### src/hdl/hhlp_pkg.sv
// ----------------------------------------------------------------------------
// hhlp_pkg
// types and codes shared by the header line parser files
// ----------------------------------------------------------------------------
`default_nettype none

package hhlp_pkg;

	localparam int unsigned LEN_W = 10;
	localparam logic [LEN_W-1:0] MAX_LEN_RESET = 10'd255;

	// parse phases
	localparam logic [3:0] PH_START = 4'd0;
	localparam logic [3:0] PH_NAME  = 4'd1;
	localparam logic [3:0] PH_COLON = 4'd2;
	localparam logic [3:0] PH_SPACE = 4'd3;
	localparam logic [3:0] PH_VALUE = 4'd4;
	localparam logic [3:0] PH_CR    = 4'd5;
	localparam logic [3:0] PH_LF    = 4'd6;
	localparam logic [3:0] PH_ENDCR = 4'd7;
	localparam logic [3:0] PH_DONE  = 4'd8;

	localparam logic [7:0] CH_CR    = 8'h0D;
	localparam logic [7:0] CH_LF    = 8'h0A;
	localparam logic [7:0] CH_COLON = 8'h3A;
	localparam logic [7:0] CH_SPACE = 8'h20;

	localparam logic [2:0] ROLE_SKIP  = 3'd0;
	localparam logic [2:0] ROLE_NAME  = 3'd1;
	localparam logic [2:0] ROLE_SEP   = 3'd2;
	localparam logic [2:0] ROLE_VALUE = 3'd3;
	localparam logic [2:0] ROLE_EOL   = 3'd4;
	localparam logic [2:0] ROLE_EOB   = 3'd5;
	localparam logic [2:0] ROLE_BODY  = 3'd6;

	localparam logic [1:0] STAT_BUSY  = 2'd0;
	localparam logic [1:0] STAT_DONE  = 2'd1;
	localparam logic [1:0] STAT_ERROR = 2'd2;

	localparam logic [2:0] ERR_NONE      = 3'd0;
	localparam logic [2:0] ERR_NAME_EOL  = 3'd1;
	localparam logic [2:0] ERR_NO_SPACE  = 3'd2;
	localparam logic [2:0] ERR_VALUE_LEN = 3'd3;
	localparam logic [2:0] ERR_CR_NO_LF  = 3'd4;
	localparam logic [2:0] ERR_END_NO_LF = 3'd5;

	typedef struct packed {
		logic [3:0]       phase;
		logic [LEN_W-1:0] offset;
		logic [2:0]       err;
	} parse_state_t;

	localparam parse_state_t STATE_RESET = '{phase: PH_START, offset: '0, err: ERR_NONE};

	typedef struct packed {
		logic [2:0] role;
		logic       pair_done;
		logic [1:0] status;
		logic [2:0] error_cause;
	} byte_result_t;

endpackage

`default_nettype wire

### src/hdl/hhlp_in_if.sv
// ----------------------------------------------------------------------------
// hhlp_in_if
// input channel of the header line parser: one stream byte per item
// ----------------------------------------------------------------------------
`default_nettype none

interface hhlp_in_if;
	logic       valid;
	logic       ready;
	logic [7:0] byte_in;
	logic       restart;

	modport source (output valid, output byte_in, output restart, input ready);
	modport sink   (input valid, input byte_in, input restart, output ready);
endinterface

`default_nettype wire

### src/hdl/hhlp_out_if.sv
// ----------------------------------------------------------------------------
// hhlp_out_if
// result channel of the header line parser: one tagged byte per item
// ----------------------------------------------------------------------------
`default_nettype none

interface hhlp_out_if;
	logic       valid;
	logic       ready;
	logic [7:0] byte_out;
	logic [2:0] role;
	logic       pair_done;
	logic [1:0] status;
	logic [2:0] error_cause;

	modport source (output valid, output byte_out, output role, output pair_done,
		output status, output error_cause, input ready);
	modport sink   (input valid, input byte_out, input role, input pair_done,
		input status, input error_cause, output ready);
endinterface

`default_nettype wire

### src/hdl/hhlp_step.sv
// ----------------------------------------------------------------------------
// hhlp_step
// next-state and byte classification for one header byte
// ----------------------------------------------------------------------------
`default_nettype none

module hhlp_step (
	input  hhlp_pkg::parse_state_t     cur,
	input  logic [7:0]                 byte_in,
	input  logic                       restart,
	input  logic [hhlp_pkg::LEN_W-1:0] max_len,
	output hhlp_pkg::parse_state_t     nxt,
	output hhlp_pkg::byte_result_t     res
);

	hhlp_pkg::parse_state_t st;
	logic [2:0]             fail;
	logic [2:0]             role;
	logic                   pair;
	logic [1:0]             stat;
	logic [hhlp_pkg::LEN_W:0] off_inc;

	assign off_inc = {1'b0, st.offset} + {{hhlp_pkg::LEN_W{1'b0}}, 1'b1};

	always_comb begin
		st   = restart ? hhlp_pkg::STATE_RESET : cur;
		nxt  = st;
		role = hhlp_pkg::ROLE_SKIP;
		pair = 1'b0;
		stat = hhlp_pkg::STAT_BUSY;
		fail = hhlp_pkg::ERR_NONE;

		if (st.err == hhlp_pkg::ERR_NONE) begin
			case (st.phase)
				hhlp_pkg::PH_NAME: begin
					if (byte_in == hhlp_pkg::CH_COLON) begin
						nxt.phase = hhlp_pkg::PH_COLON;
						role      = hhlp_pkg::ROLE_SEP;
					end else if (byte_in inside {hhlp_pkg::CH_CR, hhlp_pkg::CH_LF}) begin
						fail = hhlp_pkg::ERR_NAME_EOL;
					end else begin
						role = hhlp_pkg::ROLE_NAME;
					end
				end
				hhlp_pkg::PH_COLON: begin
					if (byte_in == hhlp_pkg::CH_SPACE) begin
						nxt.phase = hhlp_pkg::PH_SPACE;
						role      = hhlp_pkg::ROLE_SEP;
					end else begin
						fail = hhlp_pkg::ERR_NO_SPACE;
					end
				end
				hhlp_pkg::PH_SPACE: begin
					// first value byte is taken whatever it is
					nxt.phase  = hhlp_pkg::PH_VALUE;
					nxt.offset = '0;
					role       = hhlp_pkg::ROLE_VALUE;
				end
				hhlp_pkg::PH_VALUE: begin
					if (byte_in == hhlp_pkg::CH_CR) begin
						nxt.phase = hhlp_pkg::PH_CR;
						role      = hhlp_pkg::ROLE_EOL;
					end else if (off_inc > {1'b0, max_len}) begin
						fail = hhlp_pkg::ERR_VALUE_LEN;
					end else begin
						nxt.offset = off_inc[hhlp_pkg::LEN_W-1:0];
						role       = hhlp_pkg::ROLE_VALUE;
					end
				end
				hhlp_pkg::PH_CR: begin
					if (byte_in == hhlp_pkg::CH_LF) begin
						nxt.phase = hhlp_pkg::PH_LF;
						role      = hhlp_pkg::ROLE_EOL;
						pair      = 1'b1;
					end else begin
						fail = hhlp_pkg::ERR_CR_NO_LF;
					end
				end
				hhlp_pkg::PH_LF: begin
					if (byte_in == hhlp_pkg::CH_CR) begin
						nxt.phase = hhlp_pkg::PH_ENDCR;
						role      = hhlp_pkg::ROLE_EOB;
					end else begin
						nxt.phase = hhlp_pkg::PH_NAME;
						role      = hhlp_pkg::ROLE_NAME;
					end
				end
				hhlp_pkg::PH_ENDCR: begin
					if (byte_in == hhlp_pkg::CH_LF) begin
						nxt.phase = hhlp_pkg::PH_DONE;
						role      = hhlp_pkg::ROLE_EOB;
						stat      = hhlp_pkg::STAT_DONE;
					end else begin
						fail = hhlp_pkg::ERR_END_NO_LF;
					end
				end
				hhlp_pkg::PH_DONE: begin
					role = hhlp_pkg::ROLE_BODY;
					stat = hhlp_pkg::STAT_DONE;
				end
				default: begin
					// start phase, and unused codes behave the same
					if (byte_in inside {hhlp_pkg::CH_CR, hhlp_pkg::CH_LF}) begin
						nxt.phase = hhlp_pkg::PH_START;
					end else begin
						nxt.phase = hhlp_pkg::PH_NAME;
						role      = hhlp_pkg::ROLE_NAME;
					end
				end
			endcase

			if (fail != hhlp_pkg::ERR_NONE) begin
				nxt.err = fail;
			end
		end

		if (nxt.err != hhlp_pkg::ERR_NONE) begin
			role = hhlp_pkg::ROLE_SKIP;
			pair = 1'b0;
			stat = hhlp_pkg::STAT_ERROR;
		end

		res.role        = role;
		res.pair_done   = pair;
		res.status      = stat;
		res.error_cause = nxt.err;
	end

endmodule

`default_nettype wire

### src/hdl/http_header_line_parser_unit.sv
// ----------------------------------------------------------------------------
// http_header_line_parser_unit
// byte-wide http header block parser: tags each byte with its role
// ----------------------------------------------------------------------------
//  channel  dir  payload                                          handshake
//  in_ch    in   byte_in, restart                                 valid/ready
//  out_ch   out  byte_out, role, pair_done, status, error_cause   valid/ready
//  cfg      in   cfg_data (max value length - 1)                  cfg_we only
//
//  one item per cycle unless out_ch stalls; a byte's result appears the cycle
//  after it is taken, from a single output register behind the state update
//  in_ch.ready is high while the output register is empty or being emptied
//  arst_n clears the parse state, the output valid and the length register
//  (255); no result is lost or repeated across stalls on either side
// ----------------------------------------------------------------------------
`default_nettype none

module http_header_line_parser_unit (
	input  logic                       clk,
	input  logic                       arst_n,
	hhlp_in_if.sink                    in_ch,
	hhlp_out_if.source                 out_ch,
	input  logic                       cfg_we,
	input  logic [hhlp_pkg::LEN_W-1:0] cfg_data
);

	hhlp_pkg::parse_state_t     state_q;
	hhlp_pkg::parse_state_t     state_nxt;
	hhlp_pkg::byte_result_t     res_nxt;
	hhlp_pkg::byte_result_t     res_q;
	logic [hhlp_pkg::LEN_W-1:0] max_len_q;
	logic [7:0]                 byte_q;
	logic                       out_valid_q;
	logic                       in_take;

	assign in_ch.ready = !out_valid_q || out_ch.ready;
	assign in_take     = in_ch.valid && in_ch.ready;

	hhlp_step u_step (
		.cur     (state_q),
		.byte_in (in_ch.byte_in),
		.restart (in_ch.restart),
		.max_len (max_len_q),
		.nxt     (state_nxt),
		.res     (res_nxt)
	);

	always_ff @(posedge clk or negedge arst_n) begin
		if (!arst_n) begin
			state_q     <= hhlp_pkg::STATE_RESET;
			max_len_q   <= hhlp_pkg::MAX_LEN_RESET;
			out_valid_q <= 1'b0;
		end else begin
			if (cfg_we) begin
				max_len_q <= cfg_data;
			end
			if (in_take) begin
				state_q     <= state_nxt;
				out_valid_q <= 1'b1;
			end else if (out_ch.ready) begin
				out_valid_q <= 1'b0;
			end
		end
	end

	// result payload, loaded with each taken item
	always_ff @(posedge clk) begin
		if (in_take) begin
			byte_q <= in_ch.byte_in;
			res_q  <= res_nxt;
		end
	end

	assign out_ch.valid       = out_valid_q;
	assign out_ch.byte_out    = byte_q;
	assign out_ch.role        = res_q.role;
	assign out_ch.pair_done   = res_q.pair_done;
	assign out_ch.status      = res_q.status;
	assign out_ch.error_cause = res_q.error_cause;

endmodule

`default_nettype wire

### src/flat_wrapper.sv
// flat-port wrapper written by rule: the top's interface ports become plain ports
module http_header_line_parser_unit_flat 
  (clk, arst_n, cfg_we, cfg_data, in_ch_valid, in_ch_byte_in, in_ch_restart, in_ch_ready, out_ch_valid, out_ch_byte_out, out_ch_role, out_ch_pair_done, out_ch_status, out_ch_error_cause, out_ch_ready);
  hhlp_in_if in_ch_i ();
  hhlp_out_if out_ch_i ();
  input  logic clk;
  input  logic arst_n;
  input  logic cfg_we;
  input  logic [hhlp_pkg::LEN_W-1:0] cfg_data;
  input wire logic [$bits(in_ch_i.valid)-1:0] in_ch_valid;
  input wire logic [$bits(in_ch_i.byte_in)-1:0] in_ch_byte_in;
  input wire logic [$bits(in_ch_i.restart)-1:0] in_ch_restart;
  output wire logic [$bits(in_ch_i.ready)-1:0] in_ch_ready;
  output wire logic [$bits(out_ch_i.valid)-1:0] out_ch_valid;
  output wire logic [$bits(out_ch_i.byte_out)-1:0] out_ch_byte_out;
  output wire logic [$bits(out_ch_i.role)-1:0] out_ch_role;
  output wire logic [$bits(out_ch_i.pair_done)-1:0] out_ch_pair_done;
  output wire logic [$bits(out_ch_i.status)-1:0] out_ch_status;
  output wire logic [$bits(out_ch_i.error_cause)-1:0] out_ch_error_cause;
  input wire logic [$bits(out_ch_i.ready)-1:0] out_ch_ready;
  assign in_ch_i.valid = in_ch_valid;
  assign in_ch_i.byte_in = in_ch_byte_in;
  assign in_ch_i.restart = in_ch_restart;
  assign in_ch_ready = in_ch_i.ready;
  assign out_ch_valid = out_ch_i.valid;
  assign out_ch_byte_out = out_ch_i.byte_out;
  assign out_ch_role = out_ch_i.role;
  assign out_ch_pair_done = out_ch_i.pair_done;
  assign out_ch_status = out_ch_i.status;
  assign out_ch_error_cause = out_ch_i.error_cause;
  assign out_ch_i.ready = out_ch_ready;
  http_header_line_parser_unit u_core (.clk(clk), .arst_n(arst_n), .in_ch(in_ch_i), .out_ch(out_ch_i), .cfg_we(cfg_we), .cfg_data(cfg_data));
endmodule
### config.mk
export PLATFORM = sky130hd
export DESIGN_NAME = http_header_line_parser_unit_flat
export DESIGN_NICKNAME = d
export VERILOG_FILES = /design/src/hdl/hhlp_pkg.sv /design/src/hdl/hhlp_in_if.sv /design/src/hdl/hhlp_out_if.sv /design/src/hdl/hhlp_step.sv /design/src/hdl/http_header_line_parser_unit.sv /design/src/flat_wrapper.sv
export SDC_FILE = /design/constraint.sdc
export NUM_CORES = 1
export LEC_CHECK = 0
export BUFFER_PORTS_ARGS = -buffer_cell sky130_fd_sc_hd__buf_2
export CAP_MARGIN = 20
export CORE_AREA = 4 4 97 99
export DETAILED_ROUTE_END_ITERATION = 6
export DIE_AREA = 0 0 101 103
export GPL_ROUTABILITY_DRIVEN = 0
export PLACE_DENSITY = 0.53
export SYNTH_ARGS = -nofsm -noshare
export SYNTH_HDL_FRONTEND = slang
export SYNTH_SLANG_ARGS = --single-unit
### constraint.sdc
create_clock -name clk -period 3.95 [get_ports clk]
set_input_delay 0.1975 -clock clk [delete_from_list [all_inputs] [get_ports clk]]
set_output_delay 0.1975 -clock clk [all_outputs]
set_load 0.02 [all_outputs]
==> flow_summary.toml, run 1 <==
[critical_path]
timing.setup.critical_path_class = "reg -> reg"
critical_path.reg2reg.startpoint = "u_core.state_q[3]"
cp_data_arrival_time_ps = 3470
worst_setup_slack_for_register_to_register_paths_ps = 630
critical_path_peak_fanout = 10
list_of_cells_traversed_by_the_critical_path = "nand4_4 > nor4_4 > nand2_1 > xor2_1 > nor2_1 > ha_1 > and3_1 > a211oi_1 > a31oi_2 > o31ai_4 > nor2b_4 > o21ai_4 > nor3_2"
reg2reg_to = "u_core.out_ch.status[0]"
slowest_stage = "sky130_fd_sc_hd__dfrtp_1"
start_kind = "flop"
rr_worst_depth = 13
critical_path.max_stage_delay_ps = 540
timing.critical_path.to_type = "flop"
worst_ep_required_time_ps = 4100

[logic_synthesis]
yosys-top-cells-area = "sky130_fd_sc_hd__edfxtp_1, sky130_fd_sc_hd__dfrtp_1, sky130_fd_sc_hd__dfstp_2, sky130_fd_sc_hd__nand2_1, sky130_fd_sc_hd__o21ai_0"
largest_family_of_logic_cells_by_synthesized_area = "simple AND/OR/NAND/NOR gates"
yosysWarnings = 0
synth_sequential_area_ratio = 0.416
compound_gate_fraction_of_synth_area = 0.191
post_synth_num_cell_types = 74
postSynth.asyncResetShare = 0.622
synthesis.area_per_instance_um2 = 9.29
post-synth-top-count-cell = "sky130_fd_sc_hd__nand2_1"
synth_simple_gate_area_share = 0.268
netlist_top_cells_count = "sky130_fd_sc_hd__nand2_1, sky130_fd_sc_hd__nor2_1, sky130_fd_sc_hd__o21ai_0"
netlist_area_um2 = 2940
post_synth_mux_area_share = 0.0183
synth_cells = 316
synth.ff_latch_count = 45
synth-edff-count = 17
post_synthesis_share_of_cell_area_spent_on_full_adders_half_adders_and_majority_gates = 0.0383
yosys.area.top_type_share = 0.174
postSynth.topFlopCell = "sky130_fd_sc_hd__dfrtp_1"
synth_xor_area_frac = 0.0298
synth_fp_nets = 349
synth_top_area_cell = "sky130_fd_sc_hd__edfxtp_1"

[clock_tree]
path_clk_slew_ps = 90
cts-root-buf = "sky130_fd_sc_hd__clkbuf_8"
post_cts.resized_instances = 0
cts-htree-levels = 2
clock_latency_ps = 300
number_of_buffers_on_the_longest_clock_path = 2
cts_tree = "built"
clkSinkCount = 45
cts_made_buffers = 5

[floorplanning]
design.core.area_um2 = 8550
dieArea_um2 = 10400
ios = 43
start_util = 0.343
die_width_um = 101
die_height_um = 103
row_count = 34

[placed_design]
placed_cells = 455
detailed_place_hpwl_um = 5420
place.port_buffers = 42
post_dp_cell_area_um2 = 3220

[worst_hold_path]
worstHoldPathType = "in -> reg"
hold_path_depth = 2
timing.hold.worst.start = "in_ch_valid"
worstHoldEndpoint = "u_core.out_ch.valid"

[cells_and_area]
drive_gt1_frac = 0.250
antennaDiodeCount = 0
nets = 388
post_route_cell_area_um2 = 3350
instances_no_fill = 464
syn_to_final_growth_pct = 14.2

[timing]
finalMaxSlewViolations = 0
relSlewSlack = 0.545
fmax_mhz = 301
finalHoldViolations = 0
layout_worst_path_cycle_share = 0.842
tightestPinTransition_ps = 682
setup_tns_ps = 0
setup_viol = 0
fin_worst_skew_ps = 2.13
grt_setup_unrepaired = "false"
fin_crit_period_ps = 3320

[power_and_ir_drop]
power.density_cell_area_nw_per_um2 = 368
max-vdd-ir-drop_v = 0.000133
p_leak_nw = 1.37

[run_status]
result_of_the_run = "completed"

[job]
timing.max_cap.violations = 0

[global_routing]
globalRouteOverflowTotal = 0
pin_count_of_the_biggest_net_entering_global_routing = 32
track_usage = 0.142
first_global_vias = 2404
grt_first_pass_wirelength_um = 11900
antenna_found_initial = 0

[route]
drt-wirelength-per-cell_um = 15.5
post-route-drc-count = 0
viasPerCell = 5.55
route.antenna.remaining_nets = 0
drt_iter0_markers = 132
route.final.wire_length_um = 7210
detailroute.via_count = 2576
detail_route.first_pass.iterations = 5
[worst max-delay path: cells and delay by family (launching register included)]
kind	cells	cell delay, ps
AO/OA/AOI/OAI	4	630
flip-flops	1	540
XOR/XNOR	1	150
AND/OR/NAND/NOR	7	1530
adder cells (fa/ha/maj)	1	300
[state kept, by name (all words and copies together), names as in the netlist]
register                   count
u_core.max_len_q              10
u_core.out_ch.byte_out         8
u_core.out_ch.error_cause      3
u_core.out_ch.pair_done        1
u_core.out_ch.role             3
u_core.out_ch.status           2
u_core.out_ch.valid            1
u_core.state_q                17
[through the flow]
stage / utilization / power, mW / setup slack, ps / hold WS [ps]
after global placement: 0.377 / 0.875 / 659 / 270
after detailed placement: 0.377 / 0.874 / 675 / 271
final: 0.392 / 1.23 / 626 / 103
after global routing: 0.392 / 1.31 / 349 / 100
after floorplan: - / 0.793 / 1080 / -98.1
after CTS: 0.392 / 1.25 / 625 / 93.9
[where the power goes]
part           internal [mW]  leakage [nW]  switching (mW)
logic                  0.105         0.796           0.189
clock network          0.206        0.0574           0.162
registers              0.530         0.516          0.0424
[timing repair]
item                                    in CTS  in global routing
setup buffers                                0                  0
endpoints found under the hold margin       20                  0
endpoints found under the setup margin       0                  0
hold buffers                                 1                  0
[per-layer routing]
metal	global-route usage	share of wire	wire length, um	up-vias
li1	-	-	-	1233
met1	0.180	0.43	3090	1215
met2	0.233	0.46	3340	101
met3	0.0298	0.074	536	27
met4	0.0634	0.033	240	0
met5	0	0	0	-
[area by class of cell]
cell class              instances  area (um2)
repair buffers                 43         220
clock inverters                 2        37.5
well taps                     108         135
clock buffers                   6        82.6
inverters                      15        56.3
flip-flops and latches         45        1220
fillers                       890        5200
multi-input cells             245        1600
[cell families (layout without fill, tap and decap cells)]
family | after synthesis | after routing
AO/OA/AOI/OAI | 82 | 82
XOR/XNOR | 10 | 10
adder cells (fa/ha/maj) | 9 | 9
buffers and inverters | 26 | 66
flip-flops | 45 | 45
multiplexers | 5 | 5
AND/OR/NAND/NOR | 139 | 139
[cells in the final DEF, fill, tap and decap left out, drive strengths merged, types with 2 or more instances in the layout]
master / n
buf: 42
nand2: 41
nor2: 34
o21ai: 27
dfrtp: 20
a21oi: 19
edfxtp: 17
inv: 15
nand3: 14
nor3: 11
ha: 9
nand4: 9
dfstp: 8
xnor2: 6
clkbuf: 6
nor2b: 5
a21o: 5
nand2b: 5
xor2: 4
a211oi: 4
a31oi: 4
nor4: 4
and2: 3
a22o: 3
mux2: 3
and3: 3
o31ai: 3
o22ai: 2
mux2i: 2
o211ai: 2
o2111ai: 2
nor3b: 2
[how the worst max path moves through the flow]
stage / endpoint / slack, ps / start
after floorplan: u_core.state_q[3] / 1080 / u_core.state_q[4]
after CTS: u_core.out_ch.status[0] / 620 / u_core.state_q[3]
after detailed placement: u_core.out_ch.status[0] / 670 / u_core.state_q[3]
after global placement: u_core.state_q[8] / 660 / u_core.state_q[3]
final: u_core.out_ch.status[0] / 630 / u_core.state_q[3]
after global routing: u_core.out_ch.status[0] / 350 / u_core.state_q[3]
No activity file was read; power rests on OpenSTA's default activity.
==> inputs of run 2 (changes only) <==
ABC_AREA = 1   (was unset)
CORE_AREA = 4 4 98 100   (was 4 4 97 99)
DIE_AREA = 0 0 102 104   (was 0 0 101 103)
PLACE_DENSITY = 0.55   (was 0.53)
clock period = 3 ns   (was 3.95 ns; I/O delays follow)
==> flow_summary.toml, run 2 <==
[run_status]
result_of_the_run = "completed"

[clock_tree]
clock_latency_ps = 300
path_clk_slew_ps = 90
cts-root-buf = "sky130_fd_sc_hd__clkbuf_8"
cts_made_buffers = 5
number_of_buffers_on_the_longest_clock_path = 2
clkSinkCount = 45
cts-htree-levels = 2
cts_tree = "built"

[critical_path]
timing.critical_path.to_type = "flop"
critical_path_peak_fanout = 5
timing.setup.critical_path_class = "reg -> reg"
worst_ep_required_time_ps = 3060
start_kind = "flop"
worst_setup_slack_for_register_to_register_paths_ps = 190
cp_data_arrival_time_ps = 2870

[placed_design]
detailed_place_hpwl_um = 5500
placed_cells = 555
place.port_buffers = 42

[cells_and_area]
drive_gt1_frac = 0.298
mostFrequentLayoutCells = "sky130_fd_sc_hd__nand2_1, sky130_fd_sc_hd__inv_1, sky130_fd_sc_hd__buf_2, sky130_fd_sc_hd__nor2_1, sky130_fd_sc_hd__a21oi_1"
instances_no_fill = 571
syn_to_final_growth_pct = 22.8
nets = 495
largest_register_ff_count = 17
final_common_cell = "sky130_fd_sc_hd__nand2_1"
antennaDiodeCount = 0
largest-register = "u_core.state_q"

[floorplanning]
row_count = 34
die_height_um = 104
design.core.area_um2 = 8680
die_width_um = 102
start_util = 0.348
ios = 43
dieArea_um2 = 10600

[route]
route.antenna.remaining_nets = 0
drt_iter0_markers = 94
viasPerCell = 4.82
post-route-drc-count = 0
detailroute.via_count = 2752
detail_route.first_pass.iterations = 4
route.final.wire_length_um = 7400
drt-wirelength-per-cell_um = 13.0

[logic_synthesis]
yosysWarnings = 0
postSynth.topFlopCell = "sky130_fd_sc_hd__dfrtp_1"
yosys.area.top_type_share = 0.169
synth_fp_nets = 434
netlist_area_um2 = 3020
synth.ff_latch_count = 45
postSynth.asyncResetShare = 0.622
synth_cells = 401
post-synth-top-count-cell = "sky130_fd_sc_hd__nand2_1"
yosys-top-cells-area = "sky130_fd_sc_hd__edfxtp_1, sky130_fd_sc_hd__dfrtp_1, sky130_fd_sc_hd__nand2_1, sky130_fd_sc_hd__inv_1, sky130_fd_sc_hd__dfstp_2"
netlist_top_cells_count = "sky130_fd_sc_hd__nand2_1, sky130_fd_sc_hd__inv_1, sky130_fd_sc_hd__nor2_1"
post_synth_num_cell_types = 37
synthesis.area_per_instance_um2 = 7.53
synth_top_area_cell = "sky130_fd_sc_hd__edfxtp_1"
synth_sequential_area_ratio = 0.404
synth-edff-count = 17

[power_and_ir_drop]
sequentialPowerShare = 0.374
p_leak_nw = 1.89
cell_internal_power_mw = 1.31
clock_power_share = 0.220
max-vdd-ir-drop_v = 0.000307
p_switching_mw = 0.854
sw_frac_of_total = 0.395
power.density_cell_area_nw_per_um2 = 582
power.combinational.fraction = 0.405

[global_routing]
globalRouteOverflowTotal = 0
pin_count_of_the_biggest_net_entering_global_routing = 29
grt_first_pass_wirelength_um = 12500
antenna_found_initial = 0
track_usage = 0.143
first_global_vias = 2767

[job]
timing.max_cap.violations = 0

[timing]
tightestPinTransition_ps = 676
relSlewSlack = 0.550
setup_viol = 0
fin_crit_period_ps = 2810
finalMaxSlewViolations = 0
layout_worst_path_cycle_share = 0.936
fin_worst_skew_ps = 9.79
finalHoldViolations = 0
fin_worst_hold_slack_ps = 45.9
fmax_mhz = 356

[worst_hold_path]
worstHoldPathType = "in -> reg"
-- run 2: cell count changes after synthesis, moves of 5 or more --
cell,delta
sky130_fd_sc_hd__nor2_1,+5
sky130_fd_sc_hd__nand2_1,+62
sky130_fd_sc_hd__nor2_4,+7
sky130_fd_sc_hd__a21oi_1,+6
sky130_fd_sc_hd__nand3_1,+5
sky130_fd_sc_hd__nand2_2,+7
sky130_fd_sc_hd__inv_1,+51
sky130_fd_sc_hd__inv_2,+7
sky130_fd_sc_hd__xnor2_1,-6
-- run 2: worst paths after layout --
path                                             endpoint  cells after the start              start
worst min-delay path            u_core.out_ch.byte_out[6]                      1   in_ch_byte_in[6]
worst min register to register          u_core.state_q[4]                      2  u_core.state_q[4]
max in group asynchronous             u_core.max_len_q[9]                      2             arst_n
worst max-delay path              u_core.out_ch.status[1]                     23  u_core.state_q[5]
min in group asynchronous               u_core.state_q[1]                      2             arst_n
worst max register to register    u_core.out_ch.status[1]                     23  u_core.state_q[5]
-- run 2: layout make-up --
cell class / count / area [um2]
fillers: 899 / 4970
clock inverters: 3 / 46.3
repair buffers: 60 / 368
inverters: 74 / 278
flip-flops and latches: 45 / 1220
clock buffers: 5 / 68.8
multi-input cells: 276 / 1590
well taps: 108 / 135
-- run 2: layer usage --
layer / vias to the layer above / part of all wire / GRT usage
li1: 1399 / - / -
met1: 1271 / 0.43 / 0.173
met2: 68 / 0.48 / 0.240
met3: 14 / 0.056 / 0.0315
met4: 0 / 0.028 / 0.0600
met5: - / 0 / 0
-- run 2: worst max-delay path: stages (launching register included) --
cell and delay [ps]:
sky130_fd_sc_hd__dfrtp_1 350, sky130_fd_sc_hd__inv_1 60, sky130_fd_sc_hd__nor2_2 140, sky130_fd_sc_hd__nand2_4 90, sky130_fd_sc_hd__nor2_8 170, sky130_fd_sc_hd__buf_6 110, sky130_fd_sc_hd__nand2_1 60, sky130_fd_sc_hd__nand2_1 80
sky130_fd_sc_hd__nand2_2 60, sky130_fd_sc_hd__inv_1 60, sky130_fd_sc_hd__ha_1 220, sky130_fd_sc_hd__nand2_1 80, sky130_fd_sc_hd__inv_2 40, sky130_fd_sc_hd__nand2_1 50, sky130_fd_sc_hd__nand2_1 50, sky130_fd_sc_hd__nor2_1 90
sky130_fd_sc_hd__nand3_1 100, sky130_fd_sc_hd__nand2_2 120, sky130_fd_sc_hd__nand2_4 80, sky130_fd_sc_hd__nand2_2 90, sky130_fd_sc_hd__nand2_2 50, sky130_fd_sc_hd__nand2_2 100, sky130_fd_sc_hd__nand3_4 90, sky130_fd_sc_hd__or2_1 230
-- run 2: power by group through the flow --
stage	sequential, mW	combinational, mW	clock, mW
2_1_floorplan	0.841	0.554	0
3_3_place_gp	0.813	0.802	0
3_5_place_dp	0.816	0.809	0
4_1_cts	0.803	0.815	0.490
5_1_grt	0.820	0.987	0.521
6_report	0.808	0.876	0.476
-- run 2: repair_timing --
item,in CTS,in global routing
setup buffers,0,7
cloned,0,0
hold buffers,1,0
hold endpoints to repair,20,0
endpoints found under the setup margin,1,19
pin swaps,0,17
gates resized for setup,1,29
-- run 2: kinds of logic after synthesis --
kind of cell             Yosys count  share of synthesized area
AO/OA/AOI/OAI                     56                     0.0998
AND/OR/NAND/NOR                  210                      0.353
flip-flops                        45                      0.404
XOR/XNOR                           1                    0.00290
buffers and inverters             80                      0.102
adder cells (fa/ha/maj)            9                     0.0373
-- run 2: through the flow --
step / worst slack, ps / instance area, um2 / power (mW) / util / TNS [ps]
CTS: 22.9 / 3550 / 2.11 / 0.409 / 0
global route: -73.1 / 3710 / 2.33 / 0.427 / -95.7
finish: 193 / 3710 / 2.16 / 0.427 / 0
global placement: 68.4 / 3420 / 1.62 / 0.394 / 0
detailed placement: 25.8 / 3420 / 1.62 / 0.394 / 0
floorplan: 207 / 3020 / 1.39 / - / 0
==> inputs of run 3 (changes only) <==
clock period = 2.5 ns   (was 3 ns; I/O delays follow)
==> flow_summary.toml, run 3 (synthesized netlist as in run 2, its figures left out) <==
[cells_and_area]
drive_gt1_frac = 0.392
syn_to_final_growth_pct = 35.9
instances_no_fill = 600
nets = 524
final_common_cell = "sky130_fd_sc_hd__nand2_1"
antennaDiodeCount = 0
largest-register = "u_core.state_q"
mostFrequentLayoutCells = "sky130_fd_sc_hd__nand2_1, sky130_fd_sc_hd__inv_1, sky130_fd_sc_hd__buf_2, sky130_fd_sc_hd__buf_4, sky130_fd_sc_hd__nor2_1"
largest_register_ff_count = 17
num-fill-cells = 887

[power_and_ir_drop]
max-vdd-ir-drop_v = 0.000268
power.density_cell_area_nw_per_um2 = 719
p_leak_nw = 2.07
total_power_mw = 2.95

[timing]
fmax_mhz = 355
tightestPinTransition_ps = 664
setup_viol = 19
layout_setup_ws_ps = -315
grt_setup_unrepaired = "true"
finalMaxSlewViolations = 0
finalHoldViolations = 0
relSlewSlack = 0.558
layout_worst_path_cycle_share = 1.13
fin_worst_skew_ps = 6.63
fin_crit_period_ps = 2820

[worst_hold_path]
hold_path_depth = 3
worstHoldEndpoint = "u_core.max_len_q[9]"
timing.hold.worst.start = "cfg_data[9]"
worstHoldPathType = "in -> reg"

[clock_tree]
number_of_buffers_on_the_longest_clock_path = 2
clock_latency_ps = 300
cts_made_buffers = 5
cts-root-buf = "sky130_fd_sc_hd__clkbuf_8"
clkSinkCount = 45
path_clk_slew_ps = 90
cts-htree-levels = 2
cts_tree = "built"

[critical_path]
start_kind = "flop"
rr_worst_depth = 21
worst_setup_slack_for_register_to_register_paths_ps = -320
critical_path.max_stage_delay_ps = 380
reg2reg_to = "u_core.out_ch.status[1]"
timing.critical_path.to_type = "flop"
slowest_stage = "sky130_fd_sc_hd__dfrtp_1"
critical_path_peak_fanout = 5
worst_ep_required_time_ps = 2560
timing.setup.critical_path_class = "reg -> reg"
critical_path.reg2reg.startpoint = "u_core.state_q[4]"
crit_path_start = "u_core.state_q[4]"
list_of_cells_traversed_by_the_critical_path = "inv_2 > nor2_4 > nand2_4 > nor2_8 > buf_6 > nand3_4 > o21ai_4 > inv_2 > ha_4 > nand2_1 > inv_1 > nand2_1 > nor2_2 > nand4_1 > nand2_2 > nand2_4 > nand2_2 > nand2_1 > nand2_2 > nand2_4 > or2_1"
cp_data_arrival_time_ps = 2880

[route]
viasPerCell = 4.74
route.final.wire_length_um = 7840
drt-wirelength-per-cell_um = 13.1
post-route-drc-count = 0
detail_route.first_pass.iterations = 4
route.antenna.remaining_nets = 0
detailroute.via_count = 2844
drt_iter0_markers = 108

[floorplanning]
start_util = 0.348
die_height_um = 104
row_count = 34
design.core.area_um2 = 8680
dieArea_um2 = 10600
die_width_um = 102
ios = 43

[placed_design]
detailed_place_hpwl_um = 5790
worst_slack_placed_ps = -337
placed_cells = 584
place.port_buffers = 42

[global_routing]
antenna_found_initial = 0
grt_first_pass_wirelength_um = 12800
pin_count_of_the_biggest_net_entering_global_routing = 34
track_usage = 0.149
first_global_vias = 2884
globalRouteOverflowTotal = 0

[run_status]
result_of_the_run = "finished, violations left"
failed_checks = "negative setup slack"

[job]
timing.max_cap.violations = 0
run 3: cell count changes in the layout (fill, tap and decap cells not counted), sizes merged:
cell,delta
bufinv,+1
clkinvlp,-1
clkinv,-1
buf,+29
inv,+1
run 3: layout make-up:
type | count | area, um2 | share of cell area
Tap cell | 108 | 135 | 0.0329
Clock inverter | 3 | 68.8 | 0.0168
Timing Repair Buffer | 89 | 614 | 0.150
Inverter | 74 | 283 | 0.0689
Sequential cell | 45 | 1220 | 0.298
Clock buffer | 5 | 68.8 | 0.0168
Multi-Input combinational cell | 276 | 1710 | 0.417
run 3: worst max-delay path by stage:
stage	to	slack, ps	cells past startpoint
detailed placement	u_core.out_ch.status[1]	-340	20
finish	u_core.out_ch.status[1]	-320	21
global placement	u_core.out_ch.status[1]	-270	20
global route	u_core.state_q[8]	-530	22
CTS	u_core.out_ch.status[1]	-230	20
floorplan	u_core.out_ch.status[1]	-160	20
run 3: repair_timing:
| item | 4_1_cts | 5_1_grt |
|---|---|---|
| endpoints found under the hold margin | 20 | 0 |
| endpoints found under the setup margin | 19 | 19 |
| gates cloned | 0 | 0 |
| setup buffers | 3 | 4 |
| hold buffers | 1 | 0 |
| resized for setup | 18 | 33 |
| pin swaps | 12 | 13 |
run 3: power by group:
part	leakage, nW	total (mW)	switching (mW)	internal (mW)
clock	0.0687	0.676	0.273	0.403
sequential	0.496	0.961	0.0595	0.902
combinational	1.51	1.31	0.791	0.522
total	2.07	2.95	1.12	1.83
run 3: per-layer routing:
layer / track usage / wire length, um
met1: 0.177 / 3350
met2: 0.272 / 3970
met3: 0.0282 / 408
met4: 0.0384 / 109
met5: 0 / 0
run 3: per-stage QoR:
stage	hold slack, ps	utilization	setup TNS (ps)	cell area, um2
finish	18.4	0.473	-5020	4100
global placement	203	0.427	-4280	3700
floorplan	-171	-	-180	3060
detailed placement	202	0.427	-5230	3700
CTS	6.77	0.453	-3310	3930
global route	3.63	0.473	-9130	4100
run 3: critical path: cells and delay by family (launching register included):
kind / cells / cell delay [ps]
simple gates: 15 / 1460
flops: 1 / 380
buf+inv: 4 / 290
fa+ha+maj: 1 / 260
compound gates: 1 / 190
